`config.mk`:
```
export PLATFORM = sky130hd
export DESIGN_NAME = sqt_sine
export DESIGN_NICKNAME = d
export VERILOG_FILES = /design/src/hw/rtl/sqt_pkg.sv /design/src/hw/rtl/sqt_sine.sv
export SDC_FILE = /design/constraint.sdc
export NUM_CORES = 2
export LEC_CHECK = 0
export ABC_AREA = 1
export BUFFER_PORTS_ARGS = -buffer_cell sky130_fd_sc_hd__buf_2
export CAP_MARGIN = 20
export CORE_MARGIN = 4
export CORE_UTILIZATION = 40
export CTS_CLUSTER_SIZE = 12
export DETAILED_ROUTE_END_ITERATION = 12
export PLACE_DENSITY = 0.6
export SLEW_MARGIN = 10
export SYNTH_ARGS = -nofsm -noshare
export SYNTH_HDL_FRONTEND = slang
export SYNTH_SLANG_ARGS = --single-unit
```
`constraint.sdc`:
```
create_clock -name clk -period 12.6 [get_ports clk]
set_input_delay 2.52 -clock clk [delete_from_list [all_inputs] [get_ports clk]]
set_output_delay 2.52 -clock clk [all_outputs]
set_load 0.01 [all_outputs]
```
`src/hw/rtl/sqt_pkg.sv`:
```
package sqt_pkg;

    localparam int CoordW = 24;
    localparam int DimW   = 12;
    localparam int ScaleW = 16;
    localparam int AngW   = 16;
    localparam int CfgIdxW = 2;

    localparam logic [CfgIdxW-1:0] CFG_WIDTH  = 2'd0;
    localparam logic [CfgIdxW-1:0] CFG_HEIGHT = 2'd1;

    localparam logic [16:0] SIN_A = 17'd102944;
    localparam logic [15:0] SIN_B = 16'd42048;
    localparam logic [12:0] SIN_C = 13'd4640;
    localparam logic [AngW-1:0] QUARTER_TURN = 16'd16384;

    localparam logic signed [39:0] COORD_MAX = 40'sd8388607;
    localparam logic signed [39:0] COORD_MIN = -40'sd8388608;

    typedef struct packed {
        logic signed [CoordW-1:0] center_x;
        logic signed [CoordW-1:0] center_y;
        logic [AngW-1:0]          angle;
        logic [ScaleW-1:0]        uniform_scale;
        logic [ScaleW-1:0]        scale_x;
        logic [ScaleW-1:0]        scale_y;
    } sqt_in_t;

    typedef struct packed {
        logic signed [CoordW-1:0] corner0_x;
        logic signed [CoordW-1:0] corner0_y;
        logic signed [CoordW-1:0] corner1_x;
        logic signed [CoordW-1:0] corner1_y;
        logic signed [CoordW-1:0] corner2_x;
        logic signed [CoordW-1:0] corner2_y;
        logic signed [CoordW-1:0] corner3_x;
        logic signed [CoordW-1:0] corner3_y;
        logic signed [CoordW-1:0] box_left;
        logic signed [CoordW-1:0] box_top;
        logic signed [CoordW-1:0] box_right;
        logic signed [CoordW-1:0] box_bottom;
    } sqt_out_t;

endpackage

```
`src/hw/rtl/sqt_sine.sv`:
```
module sqt_sine (
    input  logic                      clk,
    input  logic [sqt_pkg::AngW-1:0]  angle,
    output logic signed [15:0]        sin_q14,
    output logic signed [15:0]        cos_q14
);

    logic [sqt_pkg::AngW-1:0] ang_lane [2];
    logic [14:0] mag_c [2];
    logic        neg_c [2];
    logic [14:0] x2_c [2];
    logic [15:0] inner_c [2];
    logic [16:0] mid_c [2];
    logic signed [15:0] val_c [2];

    logic [14:0] mag1_reg [2];
    logic        neg1_reg [2];
    logic [14:0] x21_reg [2];
    logic [14:0] mag2_reg [2];
    logic        neg2_reg [2];
    logic [14:0] x22_reg [2];
    logic [15:0] inner2_reg [2];
    logic [14:0] mag3_reg [2];
    logic        neg3_reg [2];
    logic [16:0] mid3_reg [2];
    logic signed [15:0] val4_reg [2];

    assign ang_lane[0] = angle;
    assign ang_lane[1] = angle + sqt_pkg::QUARTER_TURN;

    always_comb
    begin
        logic signed [16:0] s;
        logic [29:0] sq;
        logic [27:0] xc;
        logic [30:0] xi;
        logic [31:0] mm;
        for (int i = 0; i < 2; i++)
        begin
            // fold into [-quarter, +quarter]
            s = {ang_lane[i][15], ang_lane[i]};
            if (s > 17'sd16384)
                s = 17'sd32768 - s;
            else if (s < -17'sd16384)
                s = -17'sd32768 - s;
            neg_c[i] = s[16];
            mag_c[i] = s[16] ? 15'(-s) : s[14:0];
            sq = mag_c[i] * mag_c[i];
            x2_c[i] = sq[28:14];
            xc = x21_reg[i] * sqt_pkg::SIN_C;
            inner_c[i] = sqt_pkg::SIN_B - 16'(xc[27:14]);
            xi = x22_reg[i] * inner2_reg[i];
            mid_c[i] = sqt_pkg::SIN_A - 17'(xi[30:14]);
            mm = mag3_reg[i] * mid3_reg[i];
            val_c[i] = neg3_reg[i] ? -$signed({1'b0, mm[30:16]})
                                   : $signed({1'b0, mm[30:16]});
        end
    end

    always_ff @(posedge clk)
    begin
        for (int i = 0; i < 2; i++)
        begin
            mag1_reg[i]   <= mag_c[i];
            neg1_reg[i]   <= neg_c[i];
            x21_reg[i]    <= x2_c[i];
            mag2_reg[i]   <= mag1_reg[i];
            neg2_reg[i]   <= neg1_reg[i];
            x22_reg[i]    <= x21_reg[i];
            inner2_reg[i] <= inner_c[i];
            mag3_reg[i]   <= mag2_reg[i];
            neg3_reg[i]   <= neg2_reg[i];
            mid3_reg[i]   <= mid_c[i];
            val4_reg[i]   <= val_c[i];
        end
    end

    assign sin_q14 = val4_reg[0];
    assign cos_q14 = val4_reg[1];

endmodule

```
* After elaboration in Yosys (flattened, before gate mapping)
Memory sizes are Yosys's and may differ from the RTL's.
Index checks and enable logic that the tools add are counted.
** Operators by class
- Mux-type cells :: 8
- Multipliers :: 8
- $lt $le $gt $ge :: 4
- $add $sub $neg :: 13
** Operators by type and width (number)
- $mux W17 :: 4
- $mul A15 B16 Y31 :: 2
- $mul A15 B17 Y31 :: 2
- $mul A15 B15 Y29 :: 2
- $mul A15 B8 Y23 const B :: 2
- $sub A16 B16 Y17 const A :: 2
- $sub A17 B16 Y17 const A :: 2
- $sub A17 B17 Y17 const A :: 2
- $gt A16 B16 Y1 const B :: 2
- $lt A16 B15 Y1 const B :: 2
- $mux W16 :: 2
- $neg A15 Y16 :: 2
- $sub A16 B14 Y16 const A :: 2
- $mux W15 :: 2
- $neg A15 Y15 :: 2
- $add A16 B15 Y16 const B :: 1
** Word-level totals
- RAM bits :: 254
- Flip-flop bits (word level) :: 0
- Word-level logic and storage cells :: 44
- Bits of input ports :: 17
- Output and inout port bits :: 32
- Memories :: 11
** Memory list
- mid3_reg :: depth 2, bits a word 17, read ports 2, clocked after memory_dff 0, wr ports 2, RTL line sqt_sine.sv:25 : logic [16:0] mid3_reg [2];
- inner2_reg :: depth 2, bits a word 16, read ports 2, clocked after memory_dff 0, wr ports 2, RTL line sqt_sine.sv:22 : logic [15:0] inner2_reg [2];
- val4_reg :: depth 2, bits a word 16, read ports 2, clocked after memory_dff 0, wr ports 2, RTL line sqt_sine.sv:26 : logic signed [15:0] val4_reg [2];
- mag1_reg :: depth 2, bits a word 15, read ports 2, clocked after memory_dff 0, wr ports 2, RTL line sqt_sine.sv:16 : logic [14:0] mag1_reg [2];
- mag2_reg :: depth 2, bits a word 15, read ports 2, clocked after memory_dff 0, wr ports 2, RTL line sqt_sine.sv:19 : logic [14:0] mag2_reg [2];
- mag3_reg :: depth 2, bits a word 15, read ports 2, clocked after memory_dff 0, wr ports 2, RTL line sqt_sine.sv:23 : logic [14:0] mag3_reg [2];
- +5 memories

* Logic depth before layout (Yosys ltp)
- Word-level depth :: 7
- Gate-level depth with buffers :: 47
- Depth with buffers taken out :: 42

* Least setup slack after synthesis
Ideal clock, no wire load.
- Path type :: input port to flip-flop
- Start :: input angle[0] in the netlist's numbering
- End :: memory x21_reg[0][14]
- Library setup time :: 0.112 ns
- Buffers on the path :: 6
- Data required time :: 12.488 ns
- Data arrival time :: 9.707 ns
- Path slack :: 2.781 ns
- Stages on the path :: 40
- Path through :: buf_2 > inv_1 > clkbuf_1 > clkbuf_1 > ha_1 > buf_2 > nand2_2 > nor2_4 > nand2_4 > nand2_4 > nand2_4 > buf_6 > o21ai_1 > nand2_1 > nor2_1 > nand2_1 > nand2_1 > o21ai_1 > [4 not listed] > fa_1 > inv_1 > fa_1 > fa_1 > fa_1 > fa_1 > inv_1 > fa_1 > inv_1 > ha_1 > a21oi_1 > inv_1 > o21ai_0 > o211ai_1 > a221oi_1 > nand2_1 > nand3_1 > nand2_1
** RTL lines
- from (decl) :: RTL line sqt_sine.sv:3 : input logic [sqt_pkg::AngW-1:0] angle,
- to (decl) :: RTL line sqt_sine.sv:18 : logic [14:0] x21_reg [2];

==> run metrics <==
status complete, no violations; I/O pins 49; Final Hold Vio Count 0; Top cell by count, worst path fa_1; CTS H-tree lvls 2; CP startpoint angle[0]; register bit total from synthesis 251; Slowest-stage cell, CP o21ai_2; vias per std cell roughly 4.9; DR WL/cell ~15 microns; Nets 9217; # clock sinks ~250; via count ~46000; # Post-CTS Setup Buffers 0; Resize count post-CTS 0; type of the worst setup path in2reg; Fin Setup TNS 0 ns; Hold/Removal Path Class reg2reg; first-pass GRT wire length 247000 microns; RR Endpoint val4_reg[0][12]; IO buf count 48; Synthesized Nets about 9300; CTS max path bufs 3; max-slew violation count 0; CP endpoint kind register; Std-Cell Rows 139; Synth cell types 54; layout cell share with drive strength beyond 1 0.0257; Reg2Reg Depth 26; Worst slew margin 0.349; Clock Pin Slew Worst Setup and Hold Paths ~0.08 ns; Syn Inst Count between 7000 and 8000; initial antenna violation count 4; TritonCTS clock tree done; largest net degree at the start of global routing 33; Final Skew 0.0335 ns; # DRC 0; Worst Max-Slew Pin Slew 0.976 ns; total global routing overflow 0; max incr delay on CP ~0.67 ns; leading area contributor after synthesis fa_1; critical path arrival ~11 ns; Fmax achieved roughly 100 MHz; CTS Buf Count 35; antenna-violating nets left 0; Vert. Die Dim 388 microns; Final period util 0.802; Startpoint Class primary input; critical path capture point x21_reg[0][8]; Synth top area share 0.356; Critical Path Fanout Max 20; synth warn 0; first-iteration detailed-routing DRC count 2726; die width between 300 and 400 microns; Largest register FFs 34; root buffer cell clkbuf_16; minimum clock period roughly 10 ns; hpwl dp 122000 microns; routability-driven placement congestion ratio approximately 0.9; Syn Area/Cell around 7.5 sq um; Synth-to-Final Area Change 5.12%; clock latency at the later pin of the worst-skew pair 0.59 ns; final setup violation count 0; Max Cap Viol 0; CP required around 13 ns; die area approximately 150000 sq um; reg2reg setup slack 5.73 ns; vias in the first global route about 50000; Syn Std Cell Area approximately 58000 sq um; final WL 144000 microns; First-pass DRT Iterations 6; synth top area cells fa_1, ha_1, nand2_1; Reg2Reg Launch Point mag3_reg[0][3]; CTS Hold Bufs 0; Core Region 143000 sq um; Initial Util 0.402; Seq/Total Area, Yosys 0.0871; RSZ-0062 raised after global routing no; Total GRT Usage 0.197
kinds of logic (layout without fill, tap and decap cells):
family / after synthesis / count (layout) / share of synthesized area
simple gates: 2925 / 2925 / 0.205
buf+inv: 2197 / 2101 / 0.144
fa+ha+maj: 1667 / 1667 / 0.495
compound gates: 465 / 465 / 0.0457
flops: 251 / 251 / 0.0871
xor+xnor: 148 / 148 / 0.0235
other cells: 0 / 2 / 0
metrics by stage:
stage / hold WS, ns / worst slack, ns / util / area (sq um) / cells
finish: 0.297 / 2.50 / 0.423 / 60700 / 9462
global route: 0.306 / 1.87 / 0.423 / 60700 / 9460
CTS: 0.292 / 2.63 / 0.423 / 60700 / 9460
detailed placement: 0.312 / 2.01 / 0.415 / 59500 / 9399
global placement: 0.310 / 2.15 / 0.415 / 59500 / 9399
floorplan: 0.310 / 2.78 / - / 57700 / 7653
metal layers:
metal | track usage | part of all wire | vias to the layer above
met4 | 0.0375 | 0.019 | 2
met3 | 0.0267 | 0.055 | 187
met5 | 0 | 0.000090 | -
li1 | - | - | 22272
met2 | 0.335 | 0.47 | 1115
met1 | 0.270 | 0.45 | 22497
cells in the mapped netlist, drive strengths merged:
cell type,count
o221a,1
o221ai,1
nand2,2048
nand3b,27
buf,23
xnor2,41
a211oi,8
nor4,12
and3,2
and2,6
inv,1980
a21oi,198
o21ai,155
o21a,13
nand2b,1
a21o,25
xor2,107
nand3,251
dfxtp,251
a21boi,8
a31oi,13
clkbuf,192
o211ai,8
a2111oi,1
a221oi,4
nor2,475
ha,641
clkinv,2
nor3,54
or2,7
o31ai,3
o21bai,27
fa,1026
nand4,42
cell type report:
class / count / area [sq um]
Antenna cell: 2 / 5.00
Clock buffer: 41 / 940
Fill cell: 14723 / 82800
Clock inverter: 20 / 189
Tap cell: 1903 / 2380
Sequential cell: 251 / 5020
Timing Repair Buffer: 58 / 315
Multi-Input combinational cell: 5205 / 44400
Inverter: 1982 / 7440
critical path, delay by kind of cell:
family / cells / cell delay (ns)
compound gates: 6 / 1.64
xor+xnor: 2 / 0.67
fa+ha+maj: 8 / 3.59
buf+inv: 6 / 1.15
simple gates: 7 / 0.97
how the worst min path moves through the flow:
stage                     cells past startpoint            start         endpoint
after floorplan                               0  mag1_reg[0][10]  mag2_reg[0][10]
after detailed placement                      0  mag1_reg[0][16]  mag2_reg[0][16]
after global placement                        0  mag2_reg[0][18]  mag3_reg[0][18]
final                                         0   mag2_reg[0][1]   mag3_reg[0][1]
after CTS                                     0   mag2_reg[0][1]   mag3_reg[0][1]
after global routing                          0   mag2_reg[0][1]   mag3_reg[0][1]
placed cells by master (no fill, tap or decap), types with 36 or more instances in the layout:
cell          n
a21oi_1     197
buf_2        48
clkbuf_16    36
dfxtp_1     251
fa_1       1026
ha_1        641
inv_1      1964
nand2_1    2024
nand3_1     248
nand4_1      42
nor2_1      459
nor3_1       53
o21ai_0     133
xnor2_1      41
xor2_1      102
Power is left out: the tool's default activity adds up to more than one toggle a clock period on the data nets, which glitch-free logic cannot reach.
